--- config.mk ---
export PLATFORM = sky130hd
export DESIGN_NAME = gregorian_day_number_converter
export DESIGN_NICKNAME = d
export VERILOG_FILES = /design/src/hdl/gdn_pkg.sv /design/src/hdl/gdn_ctrl.sv /design/src/hdl/gdn_datapath.sv /design/src/hdl/gregorian_day_number_converter.sv
export SDC_FILE = /design/constraint.sdc
export NUM_CORES = 2
export LEC_CHECK = 0
export BUFFER_PORTS_ARGS = -buffer_cell sky130_fd_sc_hd__buf_2
export CAP_MARGIN = 15
export CORE_MARGIN = 2
export CORE_UTILIZATION = 35
export CTS_CLUSTER_DIAMETER = 40
export CTS_CLUSTER_SIZE = 20
export DETAILED_ROUTE_END_ITERATION = 8
export HOLD_SLACK_MARGIN = 0.03
export PLACE_DENSITY_LB_ADDON = 0.08
export SLEW_MARGIN = 10
export SYNTH_ARGS = -nofsm -noshare
export SYNTH_HDL_FRONTEND = slang
export SYNTH_SLANG_ARGS = --single-unit
--- constraint.sdc ---
create_clock -name clk_i -period 8.4 [get_ports clk_i]
set_input_delay 0.84 -clock clk_i [delete_from_list [all_inputs] [get_ports clk_i]]
set_output_delay 0.84 -clock clk_i [all_outputs]
set_load 0.01 [all_outputs]
--- src/hdl/gdn_pkg.sv ---
`default_nettype none

package gdn_pkg;

  // Day values (absolute, shifted and intermediate) span roughly -4.2M .. +10.2M
  localparam int unsigned DW = 25;
  localparam int unsigned YW = 16;

  typedef logic signed [DW-1:0] gdn_day_t;

  // y/100 = (y * REC100) >> 21, exact for y below 43690
  localparam logic [14:0] REC100    = 15'd20972;
  localparam int unsigned REC100_SH = 21;
  // r/366 = (r * REC366) >> 32, exact for r below 2^24
  localparam logic [23:0] REC366    = 24'd11734884;
  localparam int unsigned REC366_SH = 32;

  localparam gdn_day_t E2000_ABS    = 25'sd730428;  // absolute day of 2000-01-01
  localparam gdn_day_t JAN1_OFS     = 25'sd309;     // day 1 + March-year offset 306 + 2
  localparam gdn_day_t FWD_OFS      = 25'sd2;
  localparam gdn_day_t REM_MAX      = 25'sd366;
  localparam gdn_day_t YEAR_LEN     = 25'sd365;
  localparam logic [3:0] MS_LAST    = 4'd11;

  typedef enum logic [2:0] {
    FN_DATE_TO_ABS = 3'd0,
    FN_ABS_TO_DATE = 3'd1,
    FN_DATE_TO_DOY = 3'd2,
    FN_DOY_TO_DATE = 3'd3,
    FN_DATE_TO_E2K = 3'd4,
    FN_E2K_TO_DATE = 3'd5
  } gdn_func_e;

  typedef enum logic [1:0] {
    YS_BASE = 2'd0,  // year - 1
    YS_FWD  = 2'd1,  // year, less one for January and February
    YS_LOOP = 2'd2,  // current year estimate
    YS_LEAP = 2'd3   // estimate + 1
  } gdn_ysrc_e;

  typedef enum logic [4:0] {
    ST_IDLE,
    ST_BASE_Y1,
    ST_BASE_Y2,
    ST_BASE_SET,
    ST_FWD_Y1,
    ST_FWD_Y2,
    ST_FWD_SET,
    ST_INV_INIT,
    ST_CHK,
    ST_DIV,
    ST_ADDY,
    ST_REM_Y1,
    ST_REM_Y2,
    ST_REM_SET,
    ST_LEAP_Y1,
    ST_LEAP_SET,
    ST_MSEARCH,
    ST_MFIN,
    ST_DONE
  } gdn_state_e;

  typedef struct packed {
    logic      capture;
    gdn_ysrc_e yd_src;
    logic      yd_ld1;
    logic      yd_ld2;
    logic      base_set;
    logic      fwd_set;
    logic      inv_init;
    logic      div_ld;
    logic      addy;
    logic      rem_set;
    logic      leap_set;
    logic      k_inc;
    logic      mfin;
    logic      out_load;
  } gdn_cmd_t;

  typedef struct packed {
    logic [2:0] func;
    logic       rem_gt_max;
    logic       ms_hit;
    logic       k_last;
    logic       out_full;
  } gdn_stat_t;

  // Day offset of each month inside the March-based year, January first
  function automatic logic [8:0] month_offset(input logic [3:0] idx);
    logic [8:0] ofs;
    unique case (idx)
      4'd0:    ofs = 9'd306;
      4'd1:    ofs = 9'd337;
      4'd2:    ofs = 9'd0;
      4'd3:    ofs = 9'd31;
      4'd4:    ofs = 9'd61;
      4'd5:    ofs = 9'd92;
      4'd6:    ofs = 9'd122;
      4'd7:    ofs = 9'd153;
      4'd8:    ofs = 9'd184;
      4'd9:    ofs = 9'd214;
      4'd10:   ofs = 9'd245;
      4'd11:   ofs = 9'd275;
      default: ofs = 9'd0;
    endcase
    return ofs;
  endfunction

  // Search order: Feb, Jan, Dec, Nov ... Mar (largest offset first)
  function automatic logic [3:0] search_index(input logic [3:0] k);
    logic [3:0] idx;
    unique case (k)
      4'd0:    idx = 4'd1;
      4'd1:    idx = 4'd0;
      4'd2:    idx = 4'd11;
      4'd3:    idx = 4'd10;
      4'd4:    idx = 4'd9;
      4'd5:    idx = 4'd8;
      4'd6:    idx = 4'd7;
      4'd7:    idx = 4'd6;
      4'd8:    idx = 4'd5;
      4'd9:    idx = 4'd4;
      4'd10:   idx = 4'd3;
      4'd11:   idx = 4'd2;
      default: idx = 4'd2;
    endcase
    return idx;
  endfunction

endpackage

`default_nettype wire

--- src/hdl/gdn_ctrl.sv ---
`default_nettype none

module gdn_ctrl (
  input  wire logic             clk_i,
  input  wire logic             rst_ni,
  input  wire logic             in_valid_i,
  output logic                  in_ready_o,
  input  wire logic [2:0]       func_i,
  input  wire logic             out_ready_i,
  input  wire gdn_pkg::gdn_stat_t stat_i,
  output gdn_pkg::gdn_cmd_t     cmd_o
);

  gdn_pkg::gdn_state_e state_q, state_d;

  always_ff @(posedge clk_i or negedge rst_ni) begin
    if (!rst_ni) begin
      state_q <= gdn_pkg::ST_IDLE;
    end else begin
      state_q <= state_d;
    end
  end

  always_comb begin
    state_d       = state_q;
    cmd_o         = '0;
    cmd_o.yd_src  = gdn_pkg::YS_LOOP;
    in_ready_o    = 1'b0;

    unique case (state_q)
      gdn_pkg::ST_IDLE: begin
        in_ready_o = 1'b1;
        if (in_valid_i) begin
          cmd_o.capture = 1'b1;
          unique case (func_i)
            gdn_pkg::FN_DATE_TO_DOY,
            gdn_pkg::FN_DOY_TO_DATE: state_d = gdn_pkg::ST_BASE_Y1;
            gdn_pkg::FN_DATE_TO_ABS,
            gdn_pkg::FN_DATE_TO_E2K: state_d = gdn_pkg::ST_FWD_Y1;
            gdn_pkg::FN_ABS_TO_DATE,
            gdn_pkg::FN_E2K_TO_DATE: state_d = gdn_pkg::ST_INV_INIT;
            default:                 state_d = gdn_pkg::ST_DONE;
          endcase
        end
      end
      gdn_pkg::ST_BASE_Y1: begin
        cmd_o.yd_src = gdn_pkg::YS_BASE;
        cmd_o.yd_ld1 = 1'b1;
        state_d      = gdn_pkg::ST_BASE_Y2;
      end
      gdn_pkg::ST_BASE_Y2: begin
        cmd_o.yd_ld2 = 1'b1;
        state_d      = gdn_pkg::ST_BASE_SET;
      end
      gdn_pkg::ST_BASE_SET: begin
        cmd_o.base_set = 1'b1;
        if (stat_i.func == gdn_pkg::FN_DATE_TO_DOY) begin
          state_d = gdn_pkg::ST_FWD_Y1;
        end else begin
          state_d = gdn_pkg::ST_INV_INIT;
        end
      end
      gdn_pkg::ST_FWD_Y1: begin
        cmd_o.yd_src = gdn_pkg::YS_FWD;
        cmd_o.yd_ld1 = 1'b1;
        state_d      = gdn_pkg::ST_FWD_Y2;
      end
      gdn_pkg::ST_FWD_Y2: begin
        cmd_o.yd_ld2 = 1'b1;
        state_d      = gdn_pkg::ST_FWD_SET;
      end
      gdn_pkg::ST_FWD_SET: begin
        cmd_o.fwd_set = 1'b1;
        state_d       = gdn_pkg::ST_DONE;
      end
      gdn_pkg::ST_INV_INIT: begin
        cmd_o.inv_init = 1'b1;
        state_d        = gdn_pkg::ST_CHK;
      end
      gdn_pkg::ST_CHK: begin
        if (stat_i.rem_gt_max) begin
          state_d = gdn_pkg::ST_DIV;
        end else begin
          state_d = gdn_pkg::ST_LEAP_Y1;
        end
      end
      gdn_pkg::ST_DIV: begin
        cmd_o.div_ld = 1'b1;
        state_d      = gdn_pkg::ST_ADDY;
      end
      gdn_pkg::ST_ADDY: begin
        cmd_o.addy = 1'b1;
        state_d    = gdn_pkg::ST_REM_Y1;
      end
      gdn_pkg::ST_REM_Y1: begin
        cmd_o.yd_src = gdn_pkg::YS_LOOP;
        cmd_o.yd_ld1 = 1'b1;
        state_d      = gdn_pkg::ST_REM_Y2;
      end
      gdn_pkg::ST_REM_Y2: begin
        cmd_o.yd_ld2 = 1'b1;
        state_d      = gdn_pkg::ST_REM_SET;
      end
      gdn_pkg::ST_REM_SET: begin
        cmd_o.rem_set = 1'b1;
        state_d       = gdn_pkg::ST_CHK;
      end
      gdn_pkg::ST_LEAP_Y1: begin
        cmd_o.yd_src = gdn_pkg::YS_LEAP;
        cmd_o.yd_ld1 = 1'b1;
        state_d      = gdn_pkg::ST_LEAP_SET;
      end
      gdn_pkg::ST_LEAP_SET: begin
        cmd_o.leap_set = 1'b1;
        state_d        = gdn_pkg::ST_MSEARCH;
      end
      gdn_pkg::ST_MSEARCH: begin
        if (stat_i.ms_hit || stat_i.k_last) begin
          state_d = gdn_pkg::ST_MFIN;
        end else begin
          cmd_o.k_inc = 1'b1;
        end
      end
      gdn_pkg::ST_MFIN: begin
        cmd_o.mfin = 1'b1;
        state_d    = gdn_pkg::ST_DONE;
      end
      gdn_pkg::ST_DONE: begin
        if (!stat_i.out_full || out_ready_i) begin
          cmd_o.out_load = 1'b1;
          state_d        = gdn_pkg::ST_IDLE;
        end
      end
      default: begin
        state_d = gdn_pkg::ST_IDLE;
      end
    endcase
  end

endmodule

`default_nettype wire

--- src/hdl/gdn_datapath.sv ---
`default_nettype none

module gdn_datapath (
  input  wire logic               clk_i,
  input  wire logic               rst_ni,
  input  wire gdn_pkg::gdn_cmd_t  cmd_i,
  output gdn_pkg::gdn_stat_t      stat_o,
  input  wire logic [2:0]         func_i,
  input  wire logic [13:0]        year_i,
  input  wire logic [3:0]         month_i,
  input  wire logic [4:0]         day_i,
  input  wire logic signed [22:0] day_number_i,
  input  wire logic               out_ready_i,
  output logic                    out_valid_o,
  output logic signed [22:0]      day_count_o,
  output logic [13:0]             year_out_o,
  output logic [3:0]              month_out_o,
  output logic [4:0]              day_out_o
);

  // captured item
  logic [2:0]         func_q;
  logic [13:0]        year_q;
  logic [3:0]         midx_q;
  logic [4:0]         day_q;
  logic signed [22:0] dn_q;

  // working registers
  gdn_pkg::gdn_day_t  acc_q, a_q, rem_q, rem_d, cnt_q;
  logic [gdn_pkg::YW-1:0] y_q, y_d;
  logic [15:0]        quot_q;
  logic [3:0]         k_q;

  // year-days unit, two stages
  logic [gdn_pkg::YW-1:0] yv_q;
  logic [8:0]         q100_q;
  logic [12:0]        q4_q;
  gdn_pkg::gdn_day_t  y365_q, yd_q;

  // results
  logic [gdn_pkg::YW-1:0] res_y_q;
  logic [3:0]         res_m_q;
  logic [4:0]         res_d_q;

  // output stage
  logic               out_valid_q;
  logic signed [22:0] out_count_q;
  logic [13:0]        out_year_q;
  logic [3:0]         out_month_q;
  logic [4:0]         out_day_q;

  // month clamp
  logic [3:0] mclamp;
  always_comb begin
    if (month_i == 4'd0) begin
      mclamp = 4'd1;
    end else if (month_i > 4'd12) begin
      mclamp = 4'd12;
    end else begin
      mclamp = month_i;
    end
  end

  // year-days operand
  logic signed [gdn_pkg::YW-1:0] yin;
  always_comb begin
    unique case (cmd_i.yd_src)
      gdn_pkg::YS_BASE: yin = $signed({2'b00, year_q} - 16'd1);
      gdn_pkg::YS_FWD:  yin = $signed({2'b00, year_q} - {15'd0, (midx_q < 4'd2)});
      gdn_pkg::YS_LOOP: yin = $signed(y_q);
      gdn_pkg::YS_LEAP: yin = $signed(y_q + 16'd1);
      default:          yin = $signed(y_q);
    endcase
  end

  logic [29:0]       prod100;
  gdn_pkg::gdn_day_t yin_x, y365_c, yd_c;
  logic              yneg;
  always_comb begin
    yneg    = yin[gdn_pkg::YW-1];
    prod100 = 30'(yin[14:0]) * 30'(gdn_pkg::REC100);
    yin_x   = gdn_pkg::gdn_day_t'(yin);
    y365_c  = yin_x * gdn_pkg::YEAR_LEN;
    yd_c    = y365_q + gdn_pkg::gdn_day_t'({12'd0, q4_q})
              - gdn_pkg::gdn_day_t'({16'd0, q100_q})
              + gdn_pkg::gdn_day_t'({18'd0, q100_q[8:2]});
  end

  // reciprocal divide by 366
  logic [47:0] prod366;
  assign prod366 = 48'(rem_q[23:0]) * 48'(gdn_pkg::REC366);

  // leap test on yv_q (loaded with estimate + 1)
  logic is100, is400, notleap;
  always_comb begin
    is100   = (16'(q100_q) * 16'd100) == yv_q;
    is400   = is100 && (q100_q[1:0] == 2'b00);
    notleap = ((yv_q[1:0] != 2'b00) || is100) && !is400;
  end

  // month search
  logic [3:0] sidx;
  logic [8:0] sofs;
  gdn_pkg::gdn_day_t sofs_x, dd;
  always_comb begin
    sidx   = gdn_pkg::search_index(k_q);
    sofs   = gdn_pkg::month_offset(sidx);
    sofs_x = gdn_pkg::gdn_day_t'({16'd0, sofs});
    dd     = rem_q - sofs_x;
  end

  gdn_pkg::gdn_day_t cnt_c, a_c;
  always_comb begin
    cnt_c = yd_q + gdn_pkg::gdn_day_t'({20'd0, day_q})
            + gdn_pkg::gdn_day_t'({16'd0, gdn_pkg::month_offset(midx_q)})
            + gdn_pkg::FWD_OFS - acc_q;
    a_c   = gdn_pkg::gdn_day_t'(dn_q) + acc_q;
  end

  always_comb begin
    rem_d = rem_q;
    y_d   = y_q;
    if (cmd_i.inv_init) begin
      rem_d = a_c;
      y_d   = '0;
    end else if (cmd_i.addy) begin
      y_d = y_q + quot_q;
    end else if (cmd_i.rem_set) begin
      rem_d = a_q - yd_q - gdn_pkg::FWD_OFS;
    end else if (cmd_i.leap_set && (rem_q > gdn_pkg::YEAR_LEN) && notleap) begin
      rem_d = rem_q - gdn_pkg::YEAR_LEN;
      y_d   = y_q + 16'd1;
    end
  end

  // payload registers
  always_ff @(posedge clk_i) begin
    if (cmd_i.capture) begin
      func_q <= func_i;
      year_q <= year_i;
      midx_q <= mclamp - 4'd1;
      day_q  <= day_i;
      dn_q   <= day_number_i;
      if ((func_i == gdn_pkg::FN_DATE_TO_E2K) || (func_i == gdn_pkg::FN_E2K_TO_DATE)) begin
        acc_q <= gdn_pkg::E2000_ABS;
      end else begin
        acc_q <= '0;
      end
    end else if (cmd_i.base_set) begin
      acc_q <= yd_q + gdn_pkg::JAN1_OFS;
    end
    if (cmd_i.yd_ld1) begin
      yv_q   <= $unsigned(yin);
      y365_q <= y365_c;
      q100_q <= yneg ? 9'd0 : prod100[gdn_pkg::REC100_SH +: 9];
      q4_q   <= yneg ? 13'd0 : yin[14:2];
    end
    if (cmd_i.yd_ld2) begin
      yd_q <= yd_c;
    end
    if (cmd_i.fwd_set) begin
      cnt_q <= cnt_c;
    end
    if (cmd_i.inv_init) begin
      a_q <= a_c;
    end
    if (cmd_i.div_ld) begin
      quot_q <= prod366[gdn_pkg::REC366_SH +: 16];
    end
    rem_q <= rem_d;
    y_q   <= y_d;
    if (cmd_i.leap_set) begin
      k_q <= '0;
    end else if (cmd_i.k_inc) begin
      k_q <= k_q + 4'd1;
    end
    if (cmd_i.mfin) begin
      res_y_q <= y_q + {15'd0, (sidx < 4'd2)};
      res_m_q <= sidx + 4'd1;
      res_d_q <= dd[4:0];
    end
  end

  // output stage
  logic is_fwd, is_inv;
  always_comb begin
    is_fwd = (func_q == gdn_pkg::FN_DATE_TO_ABS) || (func_q == gdn_pkg::FN_DATE_TO_DOY)
             || (func_q == gdn_pkg::FN_DATE_TO_E2K);
    is_inv = (func_q == gdn_pkg::FN_ABS_TO_DATE) || (func_q == gdn_pkg::FN_DOY_TO_DATE)
             || (func_q == gdn_pkg::FN_E2K_TO_DATE);
  end

  always_ff @(posedge clk_i or negedge rst_ni) begin
    if (!rst_ni) begin
      out_valid_q <= 1'b0;
    end else if (cmd_i.out_load) begin
      out_valid_q <= 1'b1;
    end else if (out_ready_i) begin
      out_valid_q <= 1'b0;
    end
  end

  always_ff @(posedge clk_i) begin
    if (cmd_i.out_load) begin
      out_count_q <= is_fwd ? cnt_q[22:0] : '0;
      out_year_q  <= is_inv ? res_y_q[13:0] : '0;
      out_month_q <= is_inv ? res_m_q : '0;
      out_day_q   <= is_inv ? res_d_q : '0;
    end
  end

  assign out_valid_o = out_valid_q;
  assign day_count_o = out_count_q;
  assign year_out_o  = out_year_q;
  assign month_out_o = out_month_q;
  assign day_out_o   = out_day_q;

  always_comb begin
    stat_o.func       = func_q;
    stat_o.rem_gt_max = rem_q > gdn_pkg::REM_MAX;
    stat_o.ms_hit     = rem_q > sofs_x;
    stat_o.k_last     = k_q == gdn_pkg::MS_LAST;
    stat_o.out_full   = out_valid_q;
  end

endmodule

`default_nettype wire

--- src/hdl/gregorian_day_number_converter.sv ---
`default_nettype none

// Channel  Dir  Handshake               Payload
// in       in   in_valid_i / in_ready_o func_i, year_i, month_i, day_i, day_number_i
// out      out  out_valid_o/out_ready_i day_count_o, year_out_o, month_out_o, day_out_o
//
// One item at a time. Date-to-number ops step FWD_Y1, FWD_Y2, FWD_SET and DONE;
// day of year steps BASE_Y1, BASE_Y2 and BASE_SET first, as it runs the two-stage
// year-days unit twice. Number-to-date ops step INV_INIT, then year-estimate
// passes (usually 2 or 3) from CHK to REM_SET, then LEAP_Y1, LEAP_SET, a month
// search, MFIN and DONE; day of year runs the BASE states first.
// Reset clears only the sequencer and output valid. An untaken result stalls the
// next item only in its last cycle, where it waits for the output register.

module gregorian_day_number_converter (
  input  wire logic               clk_i,
  input  wire logic               rst_ni,
  input  wire logic               in_valid_i,
  output logic                    in_ready_o,
  input  wire logic [2:0]         func_i,
  input  wire logic [13:0]        year_i,
  input  wire logic [3:0]         month_i,
  input  wire logic [4:0]         day_i,
  input  wire logic signed [22:0] day_number_i,
  output logic                    out_valid_o,
  input  wire logic               out_ready_i,
  output logic signed [22:0]      day_count_o,
  output logic [13:0]             year_out_o,
  output logic [3:0]              month_out_o,
  output logic [4:0]              day_out_o
);

  gdn_pkg::gdn_cmd_t  cmd;
  gdn_pkg::gdn_stat_t stat;

  // sequencer: op dispatch, year refinement loop, month search
  gdn_ctrl u_ctrl (
    .clk_i       (clk_i),
    .rst_ni      (rst_ni),
    .in_valid_i  (in_valid_i),
    .in_ready_o  (in_ready_o),
    .func_i      (func_i),
    .out_ready_i (out_ready_i),
    .stat_i      (stat),
    .cmd_o       (cmd)
  );

  // year-days unit, /366 reciprocal, month table and output register
  gdn_datapath u_datapath (
    .clk_i        (clk_i),
    .rst_ni       (rst_ni),
    .cmd_i        (cmd),
    .stat_o       (stat),
    .func_i       (func_i),
    .year_i       (year_i),
    .month_i      (month_i),
    .day_i        (day_i),
    .day_number_i (day_number_i),
    .out_ready_i  (out_ready_i),
    .out_valid_o  (out_valid_o),
    .day_count_o  (day_count_o),
    .year_out_o   (year_out_o),
    .month_out_o  (month_out_o),
    .day_out_o    (day_out_o)
  );

endmodule

`default_nettype wire
==> results.txt <==
The flow ran to the end, and the final reports show no timing, DRC or antenna violations. The number of antenna violations at the first check in global routing is 6, and the final sum of negative setup slack is 0 ps. The final setup violation count was 0; the number of nets produced by synthesis was 5009. The logs give 5249 for the final layout net count and 51.8 ps for the maximum clock skew at final layout. Setup repair after global routing left no endpoint under its margin. The number of clock buffers inserted by TritonCTS came out at 82. The run gives 599 ps as the worst setup margin. Signed area change from the synthesized netlist to the final layout: 14.8%.

Across the run, the number of max-cap violations was 0. The commonest cells after synthesis are inv_1, ha_1, fa_1. After clock tree synthesis, the setup repair step added 0 buffers. For the effective utilization at floorplan, the log shows 35.1%.

The required time at the endpoint of the critical path came out at 8780 ps. Dividing the detail-routed via count by the number of cells gives 4.83. TritonCTS built the clock tree. The clock tree root buffer cell is clkbuf_16. Summed over all instances, the cell type with the most area after synthesis is edfxtp_1. The fmax is 128 MHz. The maximum fanout along the worst path was 4. The total overflow left after global routing is 0. For this run, the number of Yosys warnings is 0. Fraction of the cycle the final worst path needs: 92.9%. The measured slew at the worst slew-check pin came out at 1070 ps. The stage delay of the slowest cell on the critical path is 540 ps, and the cell area after layout is 46000 um2. The logs give 0 for the final hold violation count and 40000 um2 for the summed instance area of the synthesized netlist. The number of clock sinks was 357. The most critical setup path has its startpoint at u_datapath.midx_q[1]. The worst setup path is of the register to register kind. In this run the critical register-to-register path is launched from u_datapath.midx_q[1].

For met3 alone, demand over resource in global routing was 2.97%. The repair_antennas step left the layout with diodes totalling 0. The estimated wirelength of the detail-placed design came out at 93.2 mm.

The endpoint identified for the worst register-to-register timing path is u_datapath.q100_q[8]. After clock tree synthesis, the clock-pin slew on the worst setup and hold paths is 50 ps. The number of I/O pins is 101. Flip-flop and latch count after synthesis: 357. Library cell with the highest instance count after synthesis: inv_1. The layout cell share with drive strength beyond 1 works out to 10.2%.

The tools report the kind of end point of the critical path as a register. Among cell families on the critical path, the largest total delay comes from adder cells. The starting DRC count in detailed routing came out at 1435. In this run the remaining antenna-violating nets after routing total 0.

The critical path ends at u_datapath.q100_q[8]. The number of global-route vias before repair is 28.8k. Largest net degree at the start of global routing: 65. Setup slack on the worst reg-to-reg path comes out at 600 ps.

The clock tree synthesis step divided the H-tree into 3 levels. Counting distinct cell types in the post-synthesis netlist gives 87. In this run the tool buffered the top-level ports with 100 buffer cells.

The slowest stage of the critical path belongs to the cell fa_1. At the later pin of the worst-skew pair, clock insertion delay measures 660 ps. The die covers 117000 um2. The worst path in the final design needs a cycle of 7800 ps, including I/O delays and setup. Counting both buffers and inverters, the worst setup path holds a total of 5. The number of synthesized flops with an enable pin was 318.

After synthesis, the cell types taking the most area are edfxtp_1, ha_1, fa_1. In the global route stage, met1 resource usage came out at 26.4%. Of the post-synthesis cell area, the dominant cell type holds 23.9%. Data arrives at the worst endpoint at 8180 ps. The number of inserted filler cells in the final layout was 11.4k; the die outline width was 342 um. Total number of cells along the worst setup path: 30. The cell count after synthesis was 3908.

The critical path startpoint category is a register. After synthesis, the mean cell area works out to 10.2 um2. Prior to clock tree synthesis, the placed netlist has a worst setup slack of 103 ps. In the final routed layout, each cell accounts on average for 19.4 um. The number of standard-cell rows in the floorplan is 124, and the sequential share of the synthesized area is 25.9%.

For the worst flop-to-flop path, the logic depth is 30. The first global-routing pass estimated 172 mm of wire. The die is 342 um tall. The aggregate routed wire length was 111 mm.

The cell that appears most often on the critical path is fa_1. The logs give 3 for the number of buffers on the longest clock path and 43100 um2 for the cell area after placement. Measured against its own limit, the worst slew margin works out to 28.6%.

At the end of routability-driven placement, the weighted congestion stood at 0.894. The path class of the tightest hold or removal check is input port to register. Counting flops with an async set or reset pin after synthesis yields a share of 1.68%.

Max-slew violation count: 0. In the global route stage, met2 resource usage came out at 31.9%. The predominant post-synthesis flop cell is edfxtp_1.

The run gives 27.7k as the total number of vias. For this run, the total global-route usage over all layers was measured as 19.3%. After global routing, the most crowded layer is met2. The post-route DRC violation count is 0, and the placeable core region is 114000 um2. The first detailed-routing pass took 5 iterations.
cells in the final DEF, fill, tap and decap left out, drive strengths merged, types with 29 or more instances in the layout:
| cell | count |
|---|---|
| inv | 758 |
| ha | 651 |
| fa | 397 |
| edfxtp | 318 |
| buf | 223 |
| nor2 | 196 |
| a21oi | 187 |
| nand2 | 186 |
| xnor2 | 179 |
| o21ai | 141 |
| xor2 | 96 |
| clkbuf | 91 |
| nor3 | 81 |
| nand3 | 59 |
| a21o | 58 |
| and2 | 56 |
| clkinv | 34 |
| dfxtp | 33 |
| and3 | 32 |
| o21a | 31 |
| nor2b | 31 |
| nand2b | 31 |
| or3 | 29 |
worst register-to-register path, delay by kind of cell (launching register included):
kind | cells | cell delay [ps]
AO/OA/AOI/OAI | 9 | 2030
XOR/XNOR | 2 | 270
adder cells (fa/ha/maj) | 7 | 2780
buffers and inverters | 5 | 590
flip-flops | 1 | 430
AND/OR/NAND/NOR | 7 | 1440
stage by stage:
step	utilization [%]	instances	hold slack [ps]
2_1_floorplan	-	3908	457
3_3_place_gp	37.9	5575	478
3_5_place_dp	37.9	5575	486
4_1_cts	40.3	5726	292
5_1_grt	40.4	5726	306
6_report	40.4	5726	352
flip-flops by register name, indices dropped and copies added, names as in the netlist, 9 cells and up, named ones only:
| signal | count |
|---|---|
| u_datapath.year_out_o | 14 |
| u_datapath.yv_q | 16 |
| u_datapath.y365_q | 23 |
| u_datapath.yd_q | 25 |
| u_datapath.cnt_q | 23 |
| u_datapath.year_q | 14 |
| u_datapath.a_q | 25 |
| u_datapath.res_y_q | 14 |
| u_datapath.rem_q | 25 |
| u_datapath.q4_q | 13 |
| u_datapath.y_q | 16 |
| u_datapath.dn_q | 23 |
| u_datapath.day_count_o | 23 |
| u_datapath.quot_q | 16 |
| u_datapath.q100_q | 9 |
| u_datapath.acc_q | 25 |
how the worst min path moves through the flow:
stage	slack, ps	start	endpoint	cells after the start
after global routing	310	day_number_i[9]	u_datapath.dn_q[9]	1
final	350	day_number_i[7]	u_datapath.dn_q[7]	1
after CTS	290	day_number_i[10]	u_datapath.dn_q[10]	1
after global placement	480	u_datapath.y_q[15]	u_datapath.y_q[15]	1
after floorplan	460	u_datapath.y_q[15]	u_datapath.y_q[15]	1
after detailed placement	490	u_datapath.y_q[15]	u_datapath.y_q[15]	2
layer usage:
metal	wire length, um	vias to the layer above
met5	44	-
met4	2720	6
met3	4500	146
met2	52300	460
met1	51500	13400
li1	-	13600
layout make-up:
class                           count  area [um2]  area share, %
Clock inverter                     59         704           1.53
Timing Repair Buffer              224        1430           3.12
Sequential cell                   357       10400           22.5
Inverter                          751        2820           6.13
Multi-Input combinational cell   2732       26700           58.0
Tap cell                         1512        1890           4.12
Clock buffer                       91        2100           4.56
what timing repair did:
action                                  in CTS  in global routing
gates resized for setup                      0                  2
endpoints found under the setup margin       0                  7
endpoints found under the hold margin        6                  0
hold buffers                                 1                  0
cell families after synthesis:
kind of cell,synth area share [%]
DFF,25.9
AOI/OAI and AO/OA,10.1
muxes,0.541
xor gates and xnor gates,6.04
buffers and inverters,7.72
adders and majority gates,40.2
and+or+nand+nor,9.49
Power is left out: the tool's default activity adds up to more than one toggle a clock period on the data nets, which glitch-free logic cannot reach.
